File: src/hdl/chbf_pkg.sv
// Shared types and constants for the chunked body framer.
package chbf_pkg;

  // Field widths fixed by the interface
  localparam int unsigned SRC_COUNT_W    = 20;
  localparam int unsigned CFG_W          = 20;
  localparam int unsigned COUNT_BITS_DEF = 20;

  // chunk_size after reset
  localparam logic [CFG_W-1:0] CHUNK_SIZE_RST = 20'd4096;

  // One request from the upstream side
  typedef struct packed {
    logic [SRC_COUNT_W-1:0] source_count;
    logic                   source_exhausted;
    logic                   source_has_byte;
    logic [7:0]             source_byte;
  } item_t;

  // One framed result
  typedef struct packed {
    logic       out_valid;
    logic [7:0] out_byte;
    logic       source_taken;
    logic       stream_done;
  } res_t;

endpackage

File: src/hdl/http_chunked_body_framer_unit.sv
// Top level of the HTTP chunked body framer.
//
// Each input transaction is one request for one framed byte; each produces
// exactly one result transaction (out_valid_o tells whether a byte was made).
// Input channel: in_valid_i / in_stall_o; result channel: res_valid_o /
// res_stall_i. A transaction moves on an edge with valid high and stall low.
// The chunk_size register is written through cfg_valid_i / cfg_ready_o /
// cfg_data_i; the user must write it only while no requests are in flight,
// as the block itself does not enforce this; cfg_ready_o is always high.
// Throughput is one request per cycle while the output buffer is not full:
// the request register feeds the framing logic, whose result lands in a
// two-entry output buffer. When the receiver stalls, the buffer fills and the
// request register holds; in_stall_o is high only while both buffer entries
// are occupied and a request is waiting in the request register.
// Reset clears all framing state (no header prepared), empties the buffer and
// sets chunk_size to 4096.
module http_chunked_body_framer_unit #(
  parameter int unsigned COUNT_BITS = chbf_pkg::COUNT_BITS_DEF
) (
  input  logic                             clk_i,
  input  logic                             rst_ni,
  // configuration write
  input  logic                             cfg_valid_i,
  output logic                             cfg_ready_o,
  input  logic [chbf_pkg::CFG_W-1:0]       cfg_data_i,
  // request channel
  input  logic                             in_valid_i,
  output logic                             in_stall_o,
  input  logic [chbf_pkg::SRC_COUNT_W-1:0] source_count_i,
  input  logic                             source_exhausted_i,
  input  logic                             source_has_byte_i,
  input  logic [7:0]                       source_byte_i,
  // result channel
  output logic                             res_valid_o,
  input  logic                             res_stall_i,
  output logic                             out_valid_o,
  output logic [7:0]                       out_byte_o,
  output logic                             source_taken_o,
  output logic                             stream_done_o
);
  import chbf_pkg::*;

  logic  in_vld_q, in_vld_d;
  item_t item_q;
  logic  accept, step, buf_full;
  res_t  core_res, out_res;

  assign cfg_ready_o = 1'b1;

  // Request register
  assign in_stall_o = in_vld_q && buf_full;
  assign accept     = in_valid_i && !in_stall_o;
  assign step       = in_vld_q && !buf_full;

  always_comb begin
    in_vld_d = in_vld_q;
    if (accept) begin
      in_vld_d = 1'b1;
    end else if (step) begin
      in_vld_d = 1'b0;
    end
  end

  always_ff @(posedge clk_i or negedge rst_ni) begin
    if (!rst_ni) begin
      in_vld_q <= 1'b0;
    end else begin
      in_vld_q <= in_vld_d;
    end
  end

  always_ff @(posedge clk_i) begin
    if (accept) begin
      item_q.source_count     <= source_count_i;
      item_q.source_exhausted <= source_exhausted_i;
      item_q.source_has_byte  <= source_has_byte_i;
      item_q.source_byte      <= source_byte_i;
    end
  end

  // Framing logic
  chbf_core #(
    .COUNT_BITS (COUNT_BITS)
  ) u_core (
    .clk_i      (clk_i),
    .rst_ni     (rst_ni),
    .cfg_we_i   (cfg_valid_i && cfg_ready_o),
    .cfg_data_i (cfg_data_i),
    .step_i     (step),
    .item_i     (item_q),
    .res_o      (core_res)
  );

  // Result buffer
  chbf_out_buf u_out_buf (
    .clk_i   (clk_i),
    .rst_ni  (rst_ni),
    .push_i  (step),
    .data_i  (core_res),
    .full_o  (buf_full),
    .valid_o (res_valid_o),
    .stall_i (res_stall_i),
    .data_o  (out_res)
  );

  assign out_valid_o    = out_res.out_valid;
  assign out_byte_o     = out_res.out_byte;
  assign source_taken_o = out_res.source_taken;
  assign stream_done_o  = out_res.stream_done;

endmodule

File: src/hdl/chbf_core.sv
// Framing state machine: turns one registered request into one result.
module chbf_core #(
  parameter int unsigned COUNT_BITS = chbf_pkg::COUNT_BITS_DEF
) (
  input  logic                         clk_i,
  input  logic                         rst_ni,
  input  logic                         cfg_we_i,
  input  logic [chbf_pkg::CFG_W-1:0]   cfg_data_i,
  input  logic                         step_i,
  input  chbf_pkg::item_t              item_i,
  output chbf_pkg::res_t               res_o
);
  import chbf_pkg::*;

  localparam int unsigned CW  = COUNT_BITS;
  localparam int unsigned MW  = (CW > CFG_W) ? CW : CFG_W;
  localparam int unsigned NIB = (CW + 3) / 4;

  // Phase codes
  localparam logic [2:0] PH_UNPREP = 3'd0;
  localparam logic [2:0] PH_DIGITS = 3'd1;
  localparam logic [2:0] PH_HTAIL  = 3'd2;
  localparam logic [2:0] PH_BODY   = 3'd3;
  localparam logic [2:0] PH_CRLF   = 3'd4;
  localparam logic [2:0] PH_FINAL  = 3'd5;
  localparam logic [2:0] PH_DONE   = 3'd6;
  localparam logic [2:0] PH_SPARE  = 3'd7;

  localparam logic [7:0] CH_CR   = 8'h0D;
  localparam logic [7:0] CH_LF   = 8'h0A;
  localparam logic [7:0] CH_ZERO = 8'h30;

  // Bytes of the terminating chunk "0" CR LF CR LF
  function automatic logic [7:0] final_byte(input logic [2:0] idx);
    logic [7:0] b;
    case (idx)
      3'd0:    b = CH_ZERO;
      3'd1:    b = CH_CR;
      3'd2:    b = CH_LF;
      3'd3:    b = CH_CR;
      default: b = CH_LF;
    endcase
    return b;
  endfunction

  logic [CFG_W-1:0] chunk_size_q;
  logic [2:0]       phase_q, phase_d;
  logic [CW-1:0]    len_q, len_d;
  logic [CW-1:0]    left_q, left_d;
  logic [2:0]       di_q, di_d;
  logic             hti_q, hti_d;
  logic             crlf_q, crlf_d;
  logic [2:0]       fi_q, fi_d;

  // Chunk set-up from the current request
  logic [CW-1:0]    cnt;
  logic [CFG_W-1:0] cs_eff;
  logic [MW-1:0]    cnt_m, cs_m;
  logic [CW-1:0]    prep_len;
  logic             prep_ok;

  assign cnt      = CW'(item_i.source_count);
  assign cs_eff   = (chunk_size_q == '0) ? 20'd1 : chunk_size_q;
  assign cnt_m    = MW'(cnt);
  assign cs_m     = MW'(cs_eff);
  assign prep_len = CW'((cnt_m < cs_m) ? cnt_m : cs_m);
  assign prep_ok  = (cnt != '0);

  // Hex digit selection for the length being printed
  logic             unprep;
  logic [CW-1:0]    eff_len;
  logic [2:0]       eff_di;
  logic [4*NIB-1:0] len_pad;
  logic [3:0]       nd, d_ext, sel, nib;
  logic             digit_last;
  logic [7:0]       digit_ch;

  assign unprep  = (phase_q == PH_UNPREP);
  assign eff_len = unprep ? prep_len : len_q;
  assign eff_di  = unprep ? 3'd0 : di_q;
  assign len_pad = (4*NIB)'(eff_len);
  assign d_ext   = {1'b0, eff_di};

  always_comb begin
    nd = 4'd1;
    for (int k = 1; k < NIB; k++) begin
      if (len_pad[4*k +: 4] != 4'h0) nd = 4'(k + 1);
    end
    sel = (d_ext < nd) ? (nd - 4'd1 - d_ext) : 4'd0;
    nib = 4'h0;
    for (int k = 0; k < NIB; k++) begin
      if (sel == 4'(k)) nib = len_pad[4*k +: 4];
    end
  end

  assign digit_last = ((d_ext + 4'd1) >= nd);
  assign digit_ch   = (nib < 4'd10) ? (8'h30 + {4'h0, nib}) : (8'h57 + {4'h0, nib});

  // Next state and result
  logic [2:0]    fi_cl;
  logic [CW-1:0] left_new;

  always_comb begin
    phase_d  = phase_q;
    len_d    = len_q;
    left_d   = left_q;
    di_d     = di_q;
    hti_d    = hti_q;
    crlf_d   = crlf_q;
    fi_d     = fi_q;
    res_o    = '0;
    fi_cl    = (fi_q > 3'd4) ? 3'd4 : fi_q;
    left_new = (left_q != '0) ? (left_q - CW'(1)) : left_q;

    // no header prepared yet: set one up from this request
    if (unprep) begin
      if (prep_ok) begin
        phase_d = PH_DIGITS;
        len_d   = prep_len;
        left_d  = prep_len;
        di_d    = 3'd0;
        hti_d   = 1'b0;
      end else if (item_i.source_exhausted) begin
        phase_d = PH_FINAL;
        fi_d    = 3'd0;
        fi_cl   = 3'd0;
      end
    end

    case (phase_d)
      PH_DIGITS: begin
        res_o.out_valid = 1'b1;
        res_o.out_byte  = digit_ch;
        if (digit_last) begin
          phase_d = PH_HTAIL;
          hti_d   = 1'b0;
        end else begin
          di_d = eff_di + 3'd1;
        end
      end
      PH_HTAIL: begin
        res_o.out_valid = 1'b1;
        if (!hti_q) begin
          res_o.out_byte = CH_CR;
          hti_d          = 1'b1;
        end else begin
          res_o.out_byte = CH_LF;
          hti_d          = 1'b0;
          phase_d        = PH_BODY;
        end
      end
      PH_BODY: begin
        if (item_i.source_has_byte) begin
          res_o.out_valid    = 1'b1;
          res_o.source_taken = 1'b1;
          res_o.out_byte     = item_i.source_byte;
          left_d             = left_new;
          if (left_new == '0) begin
            phase_d = PH_CRLF;
            crlf_d  = 1'b0;
          end
        end
      end
      PH_CRLF: begin
        res_o.out_valid = 1'b1;
        if (!crlf_q) begin
          res_o.out_byte = CH_CR;
          crlf_d         = 1'b1;
        end else begin
          res_o.out_byte = CH_LF;
          crlf_d         = 1'b0;
          // closing LF: set up the next header, the final chunk or the idle state from this request
          if (prep_ok) begin
            phase_d = PH_DIGITS;
            len_d   = prep_len;
            left_d  = prep_len;
            di_d    = 3'd0;
            hti_d   = 1'b0;
          end else if (item_i.source_exhausted) begin
            phase_d = PH_FINAL;
            fi_d    = 3'd0;
          end else begin
            phase_d = PH_UNPREP;
          end
        end
      end
      PH_FINAL: begin
        res_o.out_valid = 1'b1;
        res_o.out_byte  = final_byte(fi_cl);
        fi_d            = fi_cl + 3'd1;
        if (fi_cl == 3'd4) phase_d = PH_DONE;
      end
      default: begin
      end
    endcase

    res_o.stream_done = (phase_d == PH_DONE) || (phase_d == PH_SPARE);
  end

  // Configuration register
  always_ff @(posedge clk_i or negedge rst_ni) begin
    if (!rst_ni) begin
      chunk_size_q <= CHUNK_SIZE_RST;
    end else if (cfg_we_i) begin
      chunk_size_q <= cfg_data_i;
    end
  end

  // Framing state, advanced once per processed request
  always_ff @(posedge clk_i or negedge rst_ni) begin
    if (!rst_ni) begin
      phase_q <= PH_UNPREP;
      len_q   <= '0;
      left_q  <= '0;
      di_q    <= 3'd0;
      hti_q   <= 1'b0;
      crlf_q  <= 1'b0;
      fi_q    <= 3'd0;
    end else if (step_i) begin
      phase_q <= phase_d;
      len_q   <= len_d;
      left_q  <= left_d;
      di_q    <= di_d;
      hti_q   <= hti_d;
      crlf_q  <= crlf_d;
      fi_q    <= fi_d;
    end
  end

  // Termination is permanent
  a_done_sticky: assert property (@(posedge clk_i) disable iff (!rst_ni)
    (phase_q == PH_DONE || phase_q == PH_SPARE) |=>
    (phase_q == PH_DONE || phase_q == PH_SPARE))
    else $error("framer left the done phase");

  // A body phase always has bytes still owed
  a_body_left: assert property (@(posedge clk_i) disable iff (!rst_ni)
    (phase_q == PH_BODY) |-> (left_q != '0))
    else $error("body phase with no bytes left");

  // Consuming a source byte always emits it
  a_taken_valid: assert property (@(posedge clk_i) disable iff (!rst_ni)
    step_i |-> (!res_o.source_taken || res_o.out_valid))
    else $error("source byte taken without output");

endmodule

File: src/hdl/chbf_out_buf.sv
// Two-entry result buffer: output register plus skid stage.
module chbf_out_buf (
  input  logic            clk_i,
  input  logic            rst_ni,
  input  logic            push_i,
  input  chbf_pkg::res_t  data_i,
  output logic            full_o,
  output logic            valid_o,
  input  logic            stall_i,
  output chbf_pkg::res_t  data_o
);
  import chbf_pkg::*;

  logic hd_vld_q, hd_vld_d;
  logic sk_vld_q, sk_vld_d;
  res_t hd_q, hd_d;
  res_t sk_q, sk_d;
  logic pop;

  assign pop     = hd_vld_q && !stall_i;
  assign full_o  = sk_vld_q;
  assign valid_o = hd_vld_q;
  assign data_o  = hd_q;

  // Keep order: skid entry moves forward before new data
  always_comb begin
    hd_vld_d = hd_vld_q;
    sk_vld_d = sk_vld_q;
    hd_d     = hd_q;
    sk_d     = sk_q;
    if (pop) begin
      if (sk_vld_q) begin
        hd_d = sk_q;
        if (push_i) begin
          sk_d = data_i;
        end else begin
          sk_vld_d = 1'b0;
        end
      end else if (push_i) begin
        hd_d = data_i;
      end else begin
        hd_vld_d = 1'b0;
      end
    end else if (push_i) begin
      if (!hd_vld_q) begin
        hd_d     = data_i;
        hd_vld_d = 1'b1;
      end else begin
        sk_d     = data_i;
        sk_vld_d = 1'b1;
      end
    end
  end

  always_ff @(posedge clk_i or negedge rst_ni) begin
    if (!rst_ni) begin
      hd_vld_q <= 1'b0;
      sk_vld_q <= 1'b0;
    end else begin
      hd_vld_q <= hd_vld_d;
      sk_vld_q <= sk_vld_d;
    end
  end

  always_ff @(posedge clk_i) begin
    hd_q <= hd_d;
    sk_q <= sk_d;
  end

  // Skid entry only exists behind a waiting head
  a_skid_behind_head: assert property (@(posedge clk_i) disable iff (!rst_ni)
    sk_vld_q |-> hd_vld_q)
    else $error("skid entry without head entry");

  // Upstream never pushes into a full buffer
  a_no_overflow: assert property (@(posedge clk_i) disable iff (!rst_ni)
    push_i |-> !sk_vld_q)
    else $error("push into full result buffer");

endmodule

File: config.mk
export PLATFORM = sky130hd
export DESIGN_NAME = http_chunked_body_framer_unit
export DESIGN_NICKNAME = d
export VERILOG_FILES = /design/src/hdl/chbf_pkg.sv /design/src/hdl/http_chunked_body_framer_unit.sv /design/src/hdl/chbf_core.sv /design/src/hdl/chbf_out_buf.sv
export SDC_FILE = /design/constraint.sdc
export NUM_CORES = 1
export LEC_CHECK = 0
export BUFFER_PORTS_ARGS = -buffer_cell sky130_fd_sc_hd__buf_2
export CORE_MARGIN = 2
export CORE_UTILIZATION = 55
export CTS_CLUSTER_SIZE = 10
export DETAILED_ROUTE_END_ITERATION = 7
export PLACE_DENSITY = 0.85
export SLEW_MARGIN = 5
export SYNTH_ARGS = -nofsm -noshare
export SYNTH_HDL_FRONTEND = slang
export SYNTH_HIERARCHICAL = 1
export SYNTH_SLANG_ARGS = --single-unit
File: constraint.sdc
create_clock -name clk_i -period 7.54 [get_ports clk_i]
set_clock_uncertainty 0.15 [all_clocks]
set_input_delay 1.508 -clock clk_i [delete_from_list [all_inputs] [get_ports clk_i]]
set_output_delay 1.508 -clock clk_i [all_outputs]
set_load 0.005 [all_outputs]
==> results of run 1 <==
worst max-delay path: cells and delay by family (launching register included):
family          cells  cell delay (ps)
mux                 2              570
buf+inv             5              580
flops               1              540
compound gates     10             2100
fa+ha+maj           3              760
simple gates       10             2120
repair_timing:
| item | CTS | global route |
|---|---|---|
| endpoints found under the setup margin | 0 | 5 |
| hold endpoints to repair | 0 | 0 |
| resized for setup | 0 | 8 |
kinds of logic (layout without fill, tap and decap cells):
| family | after synthesis | in the layout | share of synthesized area [%] |
|---|---|---|---|
| and+or+nand+nor | 279 | 279 | 17.46 |
| AOI/OAI and AO/OA | 251 | 251 | 21.22 |
| DFF | 126 | 126 | 44.27 |
| buffers and inverters | 84 | 158 | 4.623 |
| adders and majority gates | 35 | 35 | 5.776 |
| muxes | 32 | 32 | 4.899 |
| xor gates and xnor gates | 15 | 15 | 1.703 |
| other | 1 | 1 | 0.04862 |
cell usage after synthesis, drive strengths merged (4+ instances only):
master	count	area, um2
nor3	18	95.09
a21o	11	85.08
or3	5	31.28
o21ai	69	345.3
a31oi	10	62.56
nand2b	6	37.54
a21boi	4	30.03
xor2	4	35.03
mux2i	16	160.2
and2	5	32.53
a21oi	59	295.3
edfxtp	52	1562
dfrtp	73	1827
nand3b	6	45.04
a211oi	7	52.55
inv	41	153.9
a22o	12	105.1
ha	34	425.4
buf	11	82.57
o211ai	5	37.54
nand3	17	85.08
or4	8	71.32
a22oi	4	30.03
o221ai	12	105.1
nand4	10	62.56
mux2	16	217.7
o21a	4	30.03
nor4	12	81.33
o22ai	9	56.30
a211o	9	78.83
nor2	83	311.6
xnor2	11	96.34
clkbuf	32	120.1
nand2	91	341.6
o22a	9	78.83
state kept, by name (all words and copies together), names as in the netlist:
| register | count |
|---|---|
| u_core/len_q | 20 |
| u_core/crlf_q | 1 |
| u_core/di_q | 3 |
| u_core/left_q | 20 |
| in_vld_q | 1 |
| u_out_buf/data_o | 11 |
| item_q | 30 |
| u_out_buf/sk_q | 11 |
| u_out_buf/full_o | 1 |
| u_core/fi_q | 3 |
| u_core/chunk_size_q | 20 |
| u_core/phase_q | 3 |
| u_core/hti_q | 1 |
| u_out_buf/valid_o | 1 |
metal layers:
metal | up-vias | wire length (um)
li1 | 3189 | -
met1 | 3320 | 8360
met2 | 392 | 9852
met3 | 67 | 1670
met4 | 0 | 750
met5 | - | 0
cell usage in the layout (no fill, tap or decap), types with 10 or more instances in the layout:
master / n
a21oi_1: 58
a22o_1: 12
a31oi_1: 10
buf_2: 66
buf_4: 19
clkbuf_16: 17
dfrtp_1: 73
edfxtp_1: 52
ha_1: 34
inv_1: 40
mux2_4: 10
mux2i_1: 14
nand2_1: 91
nand3_1: 17
nand4_1: 10
nor2_1: 82
nor3_1: 16
nor4_1: 11
o21ai_0: 62
o221ai_1: 12
xnor2_1: 11
metrics by stage:
stage	util [%]	std cells	hold slack, ps
after floorplan	-	823	289.4
after global placement	59.71	1045	306.0
after detailed placement	59.71	1045	321.6
after CTS	63.83	1077	328.8
after global routing	64.08	1077	345.6
final	64.08	1077	333.8
final timing paths:
path | from | slack, ps | depth (start not counted) | to
setup / recovery | u_core/chunk_size_q[12]$_DFFE_PN1P_ | 470 | 30 | u_out_buf/data_o[6]$_DFFE_PP_
hold / removal | u_core/di_q[0]$_DFFE_PN0P_ | 330 | 1 | u_core/di_q[0]$_DFFE_PN0P_
setup reg to reg | u_core/chunk_size_q[12]$_DFFE_PN1P_ | 470 | 30 | u_out_buf/data_o[6]$_DFFE_PP_
hold reg to reg | u_core/di_q[0]$_DFFE_PN0P_ | 330 | 1 | u_core/di_q[0]$_DFFE_PN0P_
max in group asynchronous | rst_ni | 5490 | 1 | u_core/phase_q[2]$_DFFE_PN0P_
min in group asynchronous | rst_ni | 1100 | 1 | u_core/chunk_size_q[6]$_DFFE_PN0P_
area by class of cell:
class / count / area, um2 / share of cell area (%)
inverters: 41 / 153.9 / 1.744
clock buffers: 20 / 446.7 / 5.061
flip-flops and latches: 126 / 3415 / 38.69
repair buffers: 85 / 473.0 / 5.359
well taps: 180 / 225.2 / 2.552
clock inverters: 12 / 120.1 / 1.361
multi-input cells: 613 / 3993 / 45.24
power by group through the flow:
stage               Clock (W)  Combinational [W]  Sequential (W)
finish               0.000785            0.00137         0.00113
global route         0.000834            0.00152         0.00116
CTS                  0.000796            0.00133         0.00113
detailed placement          0            0.00130         0.00114
global placement            0            0.00126         0.00113
floorplan                   0           0.000982         0.00108
==> results.cfg, run 1 <==
[global_routing]
global_route_wire_length_before_repair_mm = 33.23
grt.met1_usage_pct = 36.52
antenna_violations_before_repair = 0
grt_max_degree = 75
gr-usage-met2_pct = 46.70
global_route.usage.met3_pct = 7.667
grt_util_all_layers_pct = 28.81
grt_pass1_vias = 6602
globalRoute.totalOverflow = 0
grt.busiest_layer = met2

[setup_path]
endpoint_kind = flip-flop
critical_path.max_fanout = 17
worst-setup-path-type = flip-flop to flip-flop
worstPathArrival_ps = 7090
critical-path-slowest-cell = dfstp_2
cpPeakStageDelay_ps = 540
timing.critical_path.mode_cell = ha_1
worstSetupStartpointType = flip-flop
worstPathRequired_ps = 7560

[final_layout]
flow.area_growth_from_synthesis_pct = 14.44
final_cell_area_um2 = 8826
fin_nets = 974
final.fill_count = 1126
drive_above_1_share_pct = 16.72
antenna_cells_inserted = 0

[clock_tree]
tritoncts_clock_tree = yes
hold_buffers = 0
clkLatencyLatePin_ps = 430
max-clock-path-buffers = 2
clkSlewWorstSetupHoldPaths_ps = 60
post_cts_buffers = 0
cts-root-buf = clkbuf_16
cts-htree-levels = 4
clock_buffer_count_from_cts = 17
clkSinkCount = 126

[timing]
totalNegativeSetupSlack_ps = 0
setup_viol = 0
finalCriticalPeriod_ps = 7070
max_slew_margin_pct = 25.01
grt_setup_unrepaired = no
report.final.slew_viol_count = 0
hold_violation_count_in_the_final_report = 0
post-route-worst-setup-slack_ps = 469.6
worstMarginPinSlew_ps = 1125
period_share_pct = 93.77
timing.fmax_ghz = 0.1414

[power_and_ir_drop]
cellLeakagePower_nw = 3.731
power_frac_comb_pct = 41.7
seq_power_share_pct = 34.5
switching_share_pct = 39.33
p_int_w = 0.001998
p_total_w = 0.003293
worst_ir_drop_vdd_mv = 0.2057
clockPowerShare_pct = 23.8
cellPowerDensity_nw_per_um2 = 373.1
p_switching_w = 0.001295

[synth]
post_synth_num_cell_types = 76
syn_avg_cell_area_um2 = 9.371
syn_area_um2 = 7712
synth.ff_latch_count = 126
syn_inst = 823
synth_ff_type = dfrtp_1
synth-edff-count = 52
syn_nets = 913
synth_sequential_area_ratio_pct = 44.27
synth-async-reset-ratio_pct = 58.73
ys_warnings = 6

[route]
drt-total-wl_mm = 20.63
drt_pre_antenna_iters = 6
drt-initial-drc-count = 897
post_drt_antenna_nets = 0
vias_per_cell = 6.470
routed-via-count = 6968
drt_drc_violations_left = 0
wl_per_cell_um = 19.16

[floorplanning]
pin_count = 69
core_area_um2 = 13770
initial_utilization_pct = 56.00
die-height_um = 122.4
std_cell_rows = 43
die_w_um = 122.4
die_area_um2 = 14990

[flow_run]
max_cap_violations = 0

[placed_design]
hpwl_reported_at_the_end_of_detailed_placement_mm = 14.53
detailed_place.area_um2 = 8224
io_buffers = 67
place.gp.congestion = 0.9444
pre_cts_slack_ps = 414.7

[run_status]
result_of_the_run = completed

[worst_hold_path]
hp-class = flip-flop to flip-flop
(Power assumes the default switching activity.)
==> run 2, diff against run 1 <==
Settings changed: PLACE_DENSITY 0.85 to 0.8.
==> run 2 against run 1 <==
Net effect: critical path depth decreased by 1; power down 0.29%; register-to-register slack better by 80 ps; count of clock-buffer cells in the layout unchanged; highest routed layer unchanged; maximum frequency grew 1.1%; global-route usage up 0.64 points.
==> results.cfg, run 2 (synthesis results as in run 1) <==
[run_status]
result_of_the_run = completed

[final_layout]
mostFrequentLayoutCell = nand2_1
antenna_cells_inserted = 0
largest_register_ff_count = 30
finish.utilization_pct = 63.92
final.fill_count = 1140
flow.area_growth_from_synthesis_pct = 14.15
top_register = item_q
fin_nets = 972
final_cell_area_um2 = 8803
drive_above_1_share_pct = 15.98
final_cell_mix = nand2_1, nor2_1, dfrtp_1
final-instance-count-excl-fill = 1075

[floorplanning]
die_w_um = 122.4
pin_count = 69
die-height_um = 122.4
die_area_um2 = 14990
initial_utilization_pct = 56.00
std_cell_rows = 43
core_area_um2 = 13770

[global_routing]
grt_max_degree = 75
global_route_wire_length_before_repair_mm = 33.83
globalRoute.totalOverflow = 0
grt_util_all_layers_pct = 29.45
antenna_violations_before_repair = 0
grt_pass1_vias = 6549

[placed_design]
placedCellCount = 1043
detailed_place.area_um2 = 8209
place.gp.congestion = 0.9851
io_buffers = 67
hpwl_reported_at_the_end_of_detailed_placement_mm = 14.66

[route]
detailroute.wirelength.met2_mm = 9.532
detail_route.wirelength.met1_mm = 8.647
top_layer = met4
drt-initial-drc-count = 807
post_drt_antenna_nets = 0
dr_wl_met3_mm = 1.737
routed-via-count = 6816
drt-total-wl_mm = 20.73
wl_per_cell_um = 19.29
drt_drc_violations_left = 0
vias_per_cell = 6.340
drt_pre_antenna_iters = 6

[worst_hold_path]
timing.hold.worst_endpoint = u_core/di_q[0]$_DFFE_PN0P_
hp-class = flip-flop to flip-flop
hold_path.startpoint = u_core/di_q[0]$_DFFE_PN0P_
min_path_cells = 1

[setup_path]
reg2reg_path_depth = 29
endpoint_kind = flip-flop
r2r_setup_slk_ps = 550
timing.critical_path.max_delay_family = compound AO/OA/AOI/OAI gates
regToRegEndpoint = u_out_buf/data_o[6]$_DFFE_PP_
worstPathArrival_ps = 7010
regToRegStartpoint = u_core/chunk_size_q[12]$_DFFE_PN1P_
worstSetupStartpointType = flip-flop
critical_path.max_fanout = 14
worst-setup-path-type = flip-flop to flip-flop
critical-path-slowest-cell = dfstp_2
cpPeakStageDelay_ps = 550
timing.critical_path.mode_cell = ha_1
cp_num_buf_inv = 4
worstPathRequired_ps = 7560

[clock_tree]
max-clock-path-buffers = 2
cts-htree-levels = 4
cts_resized = 0
hold_buffers = 0
cts-root-buf = clkbuf_16
clkSlewWorstSetupHoldPaths_ps = 60
post_cts_buffers = 0
tritoncts_clock_tree = yes
clock_buffer_count_from_cts = 17
clkLatencyLatePin_ps = 420
clkSinkCount = 126

[timing]
grt_setup_unrepaired = no
report.final.slew_viol_count = 0
worstMarginPinSlew_ps = 1139
period_share_pct = 92.76
timing.fmax_ghz = 0.1430
max_slew_margin_pct = 24.06
hold_violation_count_in_the_final_report = 0
finalCriticalPeriod_ps = 6994
setup_viol = 0
whs_ps = 323.8
totalNegativeSetupSlack_ps = 0

[power_and_ir_drop]
worst_ir_drop_vdd_mv = 0.1962
cellLeakagePower_nw = 3.730
cellPowerDensity_nw_per_um2 = 372.9

[flow_run]
max_cap_violations = 0
[run 2: area by class of cell]
| type | instances | area [um2] | share of cell area (%) |
|---|---|---|---|
| clock buffers | 20 | 436.7 | 4.960 |
| clock inverters | 12 | 146.4 | 1.663 |
| inverters | 41 | 153.9 | 1.748 |
| multi-input cells | 613 | 3969 | 45.08 |
| flip-flops and latches | 126 | 3415 | 38.79 |
| well taps | 180 | 225.2 | 2.558 |
| repair buffers | 83 | 457.9 | 5.202 |
[run 2: per-stage QoR]
step	total power, W	worst slack [ps]
2_1_floorplan	0.002060	709.8
3_3_place_gp	0.002403	505.4
3_5_place_dp	0.002437	267.5
4_1_cts	0.003262	299.9
5_1_grt	0.003510	19.30
6_report	0.003283	546.0
[run 2: worst max path at each step]
stage	startpoint	slack, ps	to	cells past startpoint
floorplan	item_q[13]$_DFFE_PP_	710	u_out_buf/data_o[3]$_DFFE_PP_	26
global placement	item_q[13]$_DFFE_PP_	510	u_out_buf/data_o[6]$_DFFE_PP_	27
detailed placement	item_q[13]$_DFFE_PP_	270	u_out_buf/data_o[6]$_DFFE_PP_	27
CTS	item_q[13]$_DFFE_PP_	300	u_out_buf/data_o[6]$_DFFE_PP_	27
global route	item_q[13]$_DFFE_PP_	20	u_out_buf/data_o[6]$_DFFE_PP_	28
finish	u_core/chunk_size_q[12]$_DFFE_PN1P_	550	u_out_buf/data_o[6]$_DFFE_PP_	29
[run 2: per-layer routing]
metal,vias up,global-route usage (%)
met5,-,0
met4,0,14.01
met3,56,6.273
met2,374,45.07
met1,3213,40.07
li1,3173,-
[run 2: report_power, final]
group,internal [W],switching [W]
combinational,0.000548,0.000787
sequential,0.000946,0.000188
clock,0.000516,0.000298
